[src/sv/tlb_pkg.sv]
// shared types and constants for the tlb translate block
`timescale 1ns / 1ps
package tlb_pkg;

  typedef enum logic [2:0] {
    ST_IDLE,
    ST_LOOKUP,
    ST_SCAN,
    ST_EVICT,
    ST_FILL,
    ST_DONE
  } tlb_state_t;

  typedef struct packed {
    logic start;
    logic lookup;
    logic scan_clear;
    logic scan_step;
    logic evict;
    logic fill;
  } tlb_cmd_t;

  typedef struct packed {
    logic hit;
    logic resident;
    logic free_avail;
    logic scan_last;
  } tlb_status_t;

  localparam logic [31:0] SAT32 = 32'hFFFF_FFFF;

endpackage

[src/sv/tlb_if.sv]
// valid/ready channel interface
`timescale 1ns / 1ps
interface tlb_if #(
  parameter int W = 12
) ();
  logic         valid;
  logic         ready;
  logic [W-1:0] data;
  modport source (output valid, output data, input ready);
  modport sink (input valid, input data, output ready);
endinterface

[src/sv/tlb_page_table_lru_translate.sv]
// top level of the demand-paged tlb translate block
`timescale 1ns / 1ps
// Translates one 12-bit virtual address per beat through a fully associative
// TLB backed by a page table with LRU replacement. A TLB hit, a page-table
// hit or a fault into a free frame goes through the lookup, fill and done
// states; after lookup, a page fault once all frames are in use runs the LRU stamp
// scan, one page per cycle, and an evict state before the fill. One item is handled
// at a time; the next is taken in the cycle after the result beat has been
// delivered.
module tlb_page_table_lru_translate import tlb_pkg::*; #(
  parameter int PAGES = 16,
  parameter int FRAMES = 8,
  parameter int TLB_ENTRIES = 4,
  parameter int PAGE_SIZE = 256
) (
  input  logic clk,
  input  logic rst,
  tlb_if.sink  in_ch,
  output logic        out_valid,
  input  logic        out_ready,
  output logic [10:0] physical_address,
  output logic        tlb_hit,
  output logic        page_fault,
  output logic        evicted_valid,
  output logic [3:0]  evicted_page,
  output logic [31:0] hit_total,
  output logic [31:0] miss_total,
  output logic [31:0] fault_total
);

  tlb_cmd_t    cmd;
  tlb_status_t status;

  tlb_ctrl u_ctrl (
    .clk       (clk),
    .rst       (rst),
    .in_valid  (in_ch.valid),
    .in_ready  (in_ch.ready),
    .out_valid (out_valid),
    .out_ready (out_ready),
    .status    (status),
    .cmd       (cmd)
  );

  tlb_dp #(
    .PAGES       (PAGES),
    .FRAMES      (FRAMES),
    .TLB_ENTRIES (TLB_ENTRIES),
    .PAGE_SIZE   (PAGE_SIZE)
  ) u_dp (
    .clk              (clk),
    .rst              (rst),
    .va               (in_ch.data),
    .cmd              (cmd),
    .status           (status),
    .physical_address (physical_address),
    .tlb_hit          (tlb_hit),
    .page_fault       (page_fault),
    .evicted_valid    (evicted_valid),
    .evicted_page     (evicted_page),
    .hit_total        (hit_total),
    .miss_total       (miss_total),
    .fault_total      (fault_total)
  );

endmodule

[src/sv/tlb_ctrl.sv]
// translate controller state machine
`timescale 1ns / 1ps
module tlb_ctrl import tlb_pkg::*; (
  input  logic        clk,
  input  logic        rst,
  input  logic        in_valid,
  output logic        in_ready,
  output logic        out_valid,
  input  logic        out_ready,
  input  tlb_status_t status,
  output tlb_cmd_t    cmd
);

  tlb_state_t state, state_next;

  always_ff @(posedge clk) begin
    if (rst) state <= ST_IDLE;
    else state <= state_next;
  end

  always_comb begin
    state_next = state;
    unique case (state)
      ST_IDLE:   if (in_valid) state_next = ST_LOOKUP;
      ST_LOOKUP: begin
        if (status.hit || status.resident || status.free_avail) state_next = ST_FILL;
        else state_next = ST_SCAN;
      end
      ST_SCAN:   if (status.scan_last) state_next = ST_EVICT;
      ST_EVICT:  state_next = ST_FILL;
      ST_FILL:   state_next = ST_DONE;
      ST_DONE:   if (out_ready) state_next = ST_IDLE;
      default:   state_next = ST_IDLE;
    endcase
  end

  always_comb begin
    cmd = '0;
    in_ready = 1'b0;
    out_valid = 1'b0;
    unique case (state)
      ST_IDLE: begin
        in_ready = 1'b1;
        cmd.start = in_valid;
      end
      ST_LOOKUP: begin
        cmd.lookup = 1'b1;
        cmd.scan_clear = 1'b1;
      end
      ST_SCAN:  cmd.scan_step = 1'b1;
      ST_EVICT: cmd.evict = 1'b1;
      ST_FILL:  cmd.fill = 1'b1;
      ST_DONE:  out_valid = 1'b1;
      default: ;
    endcase
  end

  assert property (@(posedge clk) disable iff (rst) out_valid |-> !in_ready)
    else $error("accepting while result pending");
  assert property (@(posedge clk) disable iff (rst)
    (state == ST_EVICT) |-> $past(state) == ST_SCAN)
    else $error("evict without scan");
  assert property (@(posedge clk) disable iff (rst)
    (state == ST_DONE && !out_ready) |=> state == ST_DONE)
    else $error("result dropped");

endmodule

[src/sv/tlb_dp.sv]
// translate datapath: tlb, page table, lru scan and counters
`timescale 1ns / 1ps
module tlb_dp import tlb_pkg::*; #(
  parameter int PAGES = 16,
  parameter int FRAMES = 8,
  parameter int TLB_ENTRIES = 4,
  parameter int PAGE_SIZE = 256
) (
  input  logic        clk,
  input  logic        rst,
  input  logic [11:0] va,
  input  tlb_cmd_t    cmd,
  output tlb_status_t status,
  output logic [10:0] physical_address,
  output logic        tlb_hit,
  output logic        page_fault,
  output logic        evicted_valid,
  output logic [3:0]  evicted_page,
  output logic [31:0] hit_total,
  output logic [31:0] miss_total,
  output logic [31:0] fault_total
);

  localparam int PW = (PAGES > 1) ? $clog2(PAGES) : 1;
  localparam int FW = (FRAMES > 1) ? $clog2(FRAMES) : 1;
  localparam int TW = (TLB_ENTRIES > 1) ? $clog2(TLB_ENTRIES) : 1;
  localparam int OW = $clog2(PAGE_SIZE);
  localparam int CW = $clog2(FRAMES + 1);

  logic [TLB_ENTRIES-1:0] tv;
  logic [PW-1:0]          tpage [TLB_ENTRIES];
  logic [FW-1:0]          tframe[TLB_ENTRIES];
  logic [32:0]            tstamp[TLB_ENTRIES];
  logic [PAGES-1:0]       pres;
  logic [FW-1:0]          pframe[PAGES];
  logic [31:0]            pstamp[PAGES];
  logic [CW-1:0]          nfree;
  logic [31:0]            rtime;

  logic [PW-1:0]  page;
  logic [OW-1:0]  offset;
  logic [FW-1:0]  frame;
  logic [PW-1:0]  scan_idx, victim;
  logic [31:0]    best;
  logic           found;
  logic           hit_r;
  logic [TW-1:0]  hit_slot;

  logic           hit_c;
  logic [TW-1:0]  hit_slot_c;
  logic [TW-1:0]  fill_slot;
  logic [31:0]    rtime_inc;

  assign rtime_inc = (rtime == SAT32) ? rtime : rtime + 32'd1;

  always_comb begin
    hit_c = 1'b0;
    hit_slot_c = '0;
    for (int i = TLB_ENTRIES - 1; i >= 0; i--) begin
      if (tv[i] && tpage[i] == page) begin
        hit_c = 1'b1;
        hit_slot_c = TW'(i);
      end
    end
  end

  always_comb begin
    fill_slot = '0;
    for (int i = 1; i < TLB_ENTRIES; i++) begin
      if ($signed(tstamp[i]) < $signed(tstamp[fill_slot])) fill_slot = TW'(i);
    end
  end

  assign status.hit = hit_c;
  assign status.resident = pres[page];
  assign status.free_avail = nfree < CW'(FRAMES);
  assign status.scan_last = scan_idx == PW'(PAGES - 1);

  always_ff @(posedge clk) begin
    if (rst) begin
      tv <= '0;
      pres <= '0;
      nfree <= '0;
      rtime <= '0;
      hit_total <= '0;
      miss_total <= '0;
      fault_total <= '0;
      physical_address <= '0;
      tlb_hit <= 1'b0;
      page_fault <= 1'b0;
      evicted_valid <= 1'b0;
      evicted_page <= '0;
      for (int i = 0; i < TLB_ENTRIES; i++) tstamp[i] <= '1;
      for (int i = 0; i < PAGES; i++) pstamp[i] <= '0;
    end else begin
      if (cmd.start) begin
        page <= PW'((va / PAGE_SIZE) % PAGES);
        offset <= OW'(va % PAGE_SIZE);
        rtime <= rtime_inc;
        page_fault <= 1'b0;
        evicted_valid <= 1'b0;
        evicted_page <= '0;
      end
      if (cmd.scan_clear) begin
        scan_idx <= '0;
        found <= 1'b0;
      end
      if (cmd.lookup) begin
        hit_r <= hit_c;
        hit_slot <= hit_slot_c;
        if (hit_c) begin
          hit_total <= (hit_total == SAT32) ? hit_total : hit_total + 32'd1;
          frame <= tframe[hit_slot_c];
        end else begin
          miss_total <= (miss_total == SAT32) ? miss_total : miss_total + 32'd1;
          if (pres[page]) frame <= pframe[page];
          else begin
            page_fault <= 1'b1;
            fault_total <= (fault_total == SAT32) ? fault_total : fault_total + 32'd1;
            if (nfree < CW'(FRAMES)) begin
              frame <= FW'(nfree);
              nfree <= nfree + CW'(1);
            end
          end
        end
      end
      if (cmd.scan_step) begin
        if (pres[scan_idx] && (!found || pstamp[scan_idx] < best)) begin
          found <= 1'b1;
          best <= pstamp[scan_idx];
          victim <= scan_idx;
        end
        if (scan_idx != PW'(PAGES - 1)) scan_idx <= scan_idx + PW'(1);
      end
      if (cmd.evict && found) begin
        evicted_valid <= 1'b1;
        evicted_page <= 4'(victim);
        frame <= pframe[victim];
        pres[victim] <= 1'b0;
        for (int i = 0; i < TLB_ENTRIES; i++) begin
          if (tv[i] && tpage[i] == victim) begin
            tv[i] <= 1'b0;
            tstamp[i] <= '1;
          end
        end
      end
      if (cmd.fill) begin
        tlb_hit <= hit_r;
        physical_address <= 11'({frame, offset});
        pstamp[page] <= rtime;
        if (hit_r) begin
          tstamp[hit_slot] <= {1'b0, rtime};
        end else begin
          if (page_fault) begin
            pres[page] <= 1'b1;
            pframe[page] <= frame;
          end
          tv[fill_slot] <= 1'b1;
          tpage[fill_slot] <= page;
          tframe[fill_slot] <= frame;
          tstamp[fill_slot] <= {1'b0, rtime};
        end
      end
    end
  end

  assert property (@(posedge clk) disable iff (rst) evicted_valid |-> page_fault)
    else $error("eviction without fault");
  assert property (@(posedge clk) disable iff (rst) cmd.fill && hit_r |-> !page_fault)
    else $error("hit with fault");
  assert property (@(posedge clk) disable iff (rst) nfree <= CW'(FRAMES))
    else $error("free frame count overflow");

endmodule

[src/flat_wrapper.sv]
// flat-port wrapper written by rule: the top's interface ports become plain ports
module tlb_page_table_lru_translate_flat import tlb_pkg::*;
#(
  parameter int PAGES = 16,
  parameter int FRAMES = 8,
  parameter int TLB_ENTRIES = 4,
  parameter int PAGE_SIZE = 256
)
  (clk, rst, out_valid, out_ready, physical_address, tlb_hit, page_fault, evicted_valid, evicted_page, hit_total, miss_total, fault_total, in_ch_valid, in_ch_data, in_ch_ready);
  tlb_if #(.W(12)) in_ch_i ();
  input  logic clk;
  input  logic rst;
  output logic out_valid;
  input  logic out_ready;
  output logic [10:0] physical_address;
  output logic tlb_hit;
  output logic page_fault;
  output logic evicted_valid;
  output logic [3:0] evicted_page;
  output logic [31:0] hit_total;
  output logic [31:0] miss_total;
  output logic [31:0] fault_total;
  input wire logic [$bits(in_ch_i.valid)-1:0] in_ch_valid;
  input wire logic [$bits(in_ch_i.data)-1:0] in_ch_data;
  output wire logic [$bits(in_ch_i.ready)-1:0] in_ch_ready;
  assign in_ch_i.valid = in_ch_valid;
  assign in_ch_i.data = in_ch_data;
  assign in_ch_ready = in_ch_i.ready;
  tlb_page_table_lru_translate #(.PAGES(PAGES), .FRAMES(FRAMES), .TLB_ENTRIES(TLB_ENTRIES), .PAGE_SIZE(PAGE_SIZE)) u_core (.clk(clk), .rst(rst), .in_ch(in_ch_i), .out_valid(out_valid), .out_ready(out_ready), .physical_address(physical_address), .tlb_hit(tlb_hit), .page_fault(page_fault), .evicted_valid(evicted_valid), .evicted_page(evicted_page), .hit_total(hit_total), .miss_total(miss_total), .fault_total(fault_total));
endmodule
[config.mk]
export PLATFORM = sky130hd
export DESIGN_NAME = tlb_page_table_lru_translate_flat
export DESIGN_NICKNAME = d
export VERILOG_FILES = /design/src/sv/tlb_pkg.sv /design/src/sv/tlb_if.sv /design/src/sv/tlb_page_table_lru_translate.sv /design/src/sv/tlb_ctrl.sv /design/src/sv/tlb_dp.sv /design/src/flat_wrapper.sv
export SDC_FILE = /design/constraint.sdc
export NUM_CORES = 2
export LEC_CHECK = 0
export BUFFER_PORTS_ARGS = -buffer_cell sky130_fd_sc_hd__buf_2
export CORE_ASPECT_RATIO = 1.1
export CORE_MARGIN = 2
export CORE_UTILIZATION = 50
export DETAILED_ROUTE_END_ITERATION = 7
export MAX_ROUTING_LAYER = met4
export PLACE_DENSITY = 0.68
export SYNTH_ARGS = -nofsm -noshare
export SYNTH_HDL_FRONTEND = slang
export SYNTH_HIERARCHICAL = 1
export SYNTH_SLANG_ARGS = --single-unit
[constraint.sdc]
create_clock -name clk -period 27.3 [get_ports clk]
set_clock_uncertainty 0.05 [all_clocks]
set_input_delay 1.365 -clock clk [delete_from_list [all_inputs] [get_ports clk]]
set_output_delay 1.365 -clock clk [all_outputs]
set_load 0.01 [all_outputs]
==> results.cfg <==
[timing]
fmax_mhz = 99.6
min_period_ns = 10.04
fin_crit_sh_pct = 36.8
rsz0062_at_grt = no
setup_viol = 0
drv_slew = 0
timing.final.hold_violations = 0
finalSetupTns_ns = 0
tightest_slew_ns = 1.13
slew-limit-headroom_pct = 24.7

[logic_synthesis]
ys_ff_latch = 964
synthMostInstantiatedCell = edfxtp_1
yosys.area.top_type = edfxtp_1
async_flop_share_pct = 0
syn-num-nets = 3606
synthTopCellsByArea = edfxtp_1, mux4_2, dfxtp_1
synthCells = 3457
yosys_warnings = 6
synth.avg_cell_area_um2 = 13.2
synth_common_cells = edfxtp_1, and2_1, nor2_1
synth.distinct_cells = 80
syn-cell-area_um2 = 45700
ys_seq_area_share_pct = 59.2
netlist.area_leader.share_pct = 51.0
synth_flop_cell = edfxtp_1
synth-edff-count = 775

[route]
route.detailed.drc = 0
post_drt_via_cell_ratio = 5.88
wl_per_cell_um = 24.1
drt-initial-drc-count = 2782
dr_total_vias = 28000
final_antenna_net_count = 0
drt_wl_total_um = 115000
drt-pass1-iter-count = 5

[floorplan]
start_util_pct = 50.3
row_count = 116
ios = 132
die_w_um = 292
die_h_um = 321
die_area_um2 = 93800
core_um2 = 90700

[grt]
first_global_vias = 28100
gr-total-overflow = 0
antenna_found_initial = 3
grt_pass1_wl_um = 172000
grt_start_max_net_pins = 92
grt_usage_pct = 25.1

[min_path]
min_to = u_core/u_dp/physical_address[2]$_SDFFE_PP0P_
hold_path_class = reg2reg
min_path_cells = 2
min_from = u_core/u_dp/offset[2]$_DFFE_PP_

[power]
ir_worst_vdd_v = 0.000133
p_sw_share_pct = 30.7
p_seq_share_pct = 38.5
power_switching_uw = 1350
p_int_uw = 3040
combPwrFrac_pct = 29.8
pwr-share-clk_pct = 31.6
p_leak_uw = 0.0193
p_per_area_nw_per_um2 = 86.2

[worst_setup_path]
end_kind = register
start_kind = register
worst_path_most_repeated_cell = buf_4
crit_fanout = 67
criticalPathCategory = reg2reg
rrSetupSlack_ns = 17.26
worstReg2RegEnd = u_core/u_dp/tstamp[0][12]$_SDFFCE_PN1P_
ff2ff_path_depth = 31
critPathArrivalTime_ns = 10.32
required_ns = 27.58
cp_slowest_cell = nand2b_1
slowest_delay_ns = 0.71
rr_startpoint = u_core/u_dp/tstamp[0][32]$_SDFFE_PP0P_

[clock_tree]
hold_buffers = 0
cts.clk_slew.worst_paths_ns = 0.06
cts-root-buf = clkbuf_16
clock-sinks = 964
post_cts_resized = 0
cts_tree = done
htreeDepth = 3
insertion_delay_ns = 0.68
cts_setup_buffers = 0
cts_buffer_depth = 3
cts_buffers = 95

[final_layout]
drive_gt1_share_pct = 18.8
final_cell_count_no_fill = 4767
fin_util_pct = 56.1
syn_to_final_growth_pct = 11.5
fin_nets = 3649

[placement]
dp_cells = 4583
place_hpwl_um = 70100
place_congestion = 0.881
port_buffers = 131

[job]
maxCapViolations = 0

[run_status]
status = finished, final reports clean
registers in the layout (all words and copies together), names as in the netlist, 8 cells and up, named ones only:
name and count:
u_core/u_dp/miss_total 32, u_core/u_dp/physical_address 11, u_core/u_dp/hit_total 32, u_core/u_dp/tpage 16, u_core/u_dp/pframe 48, u_core/u_dp/tstamp 132, u_core/u_dp/rtime 32, u_core/u_dp/offset 8
u_core/u_dp/pstamp 512, u_core/u_dp/tframe 12, u_core/u_dp/fault_total 32, u_core/u_dp/pres 16, u_core/u_dp/best 32
cell type report:
cell class,count,area (um^2)
fillers,7224,39800
flip-flops and latches,964,27100
multi-input cells,2118,17400
clock buffers,131,2660
well taps,1180,1480
repair buffers,196,1160
clock inverters,48,687
inverters,125,469
diodes,5,12.5
layout by cell type, fill, tap and decap left out, drive strengths merged, types with 7 or more instances in the layout:
master and count:
and4 22, and2 477, clkinv 30, bufinv 13
nor3 72, nor2 245, or3 28, nor2b 15
nand3 63, a21o 66, o21ai 79, ha 133
o311ai 8, clkbuf 131, and3 38, dfxtp 189
or2 32, nand2b 76, edfxtp 775, o211ai 12
nor4 13, mux4 200, a31oi 7, nand2 118
mux2 43, nand4 39, mux2i 23, buf 196
inv 125, a21oi 102, xnor2 56, xor2 82
critical path: cells and delay by family (launching register included):
| family | cells | cell delay (ns) |
|---|---|---|
| compound gates | 13 | 3.30 |
| simple gates | 8 | 2.55 |
| buf+inv | 5 | 1.72 |
| fa+ha+maj | 3 | 1.19 |
| mux | 1 | 0.38 |
| flops | 1 | 0.33 |
| xor+xnor | 1 | 0.16 |
cells by family after synthesis:
logic type / share of synthesized area (%)
simple gates: 15.3
flops: 59.2
buf+inv: 3.22
compound gates: 4.46
mux: 11.5
xor+xnor: 2.65
fa+ha+maj: 3.64
worst max path at each step:
stage                                                      start                                       to  slack (ns)
after floorplan           u_core/u_dp/tstamp[0][32]$_SDFFE_PP0P_   u_core/u_dp/tstamp[0][0]$_SDFFCE_PN1P_       18.20
after global placement    u_core/u_dp/tstamp[0][32]$_SDFFE_PP0P_  u_core/u_dp/tstamp[0][14]$_SDFFCE_PN1P_       17.70
after detailed placement  u_core/u_dp/tstamp[0][32]$_SDFFE_PP0P_   u_core/u_dp/tstamp[0][4]$_SDFFCE_PN1P_       17.45
after CTS                 u_core/u_dp/tstamp[0][32]$_SDFFE_PP0P_   u_core/u_dp/tstamp[0][9]$_SDFFCE_PN1P_       17.42
after global routing      u_core/u_dp/tstamp[0][32]$_SDFFE_PP0P_   u_core/u_dp/tstamp[0][8]$_SDFFCE_PN1P_       16.72
final                     u_core/u_dp/tstamp[0][32]$_SDFFE_PP0P_  u_core/u_dp/tstamp[0][12]$_SDFFCE_PN1P_       17.26
layer usage:
metal	global-route usage (%)	vias up	wire, um
met3	3.44	208	8080
met1	32.3	14100	46500
met4	7.47	0	3220
met2	41.8	1035	56900
met5	-	-	0
li1	-	12600	-
stage by stage:
step,cell area (um^2),total power [uW],hold slack [ns],worst slack (ns)
after CTS,50900,4410,0.437,17.42
after global placement,47600,3000,0.414,17.70
final,50900,4390,0.435,17.26
after floorplan,45700,2690,0.380,18.20
after global routing,50900,4620,0.464,16.72
after detailed placement,47600,3020,0.425,17.45
power groups by stage:
stage               Combinational [uW]  Sequential (uW)  Clock [uW]
floorplan                          983             1700           0
global placement                  1280             1720           0
detailed placement                1300             1720           0
CTS                               1300             1690        1410
global route                      1450             1700        1470
finish                            1310             1690        1390
Power figures use the tool's default switching activity.
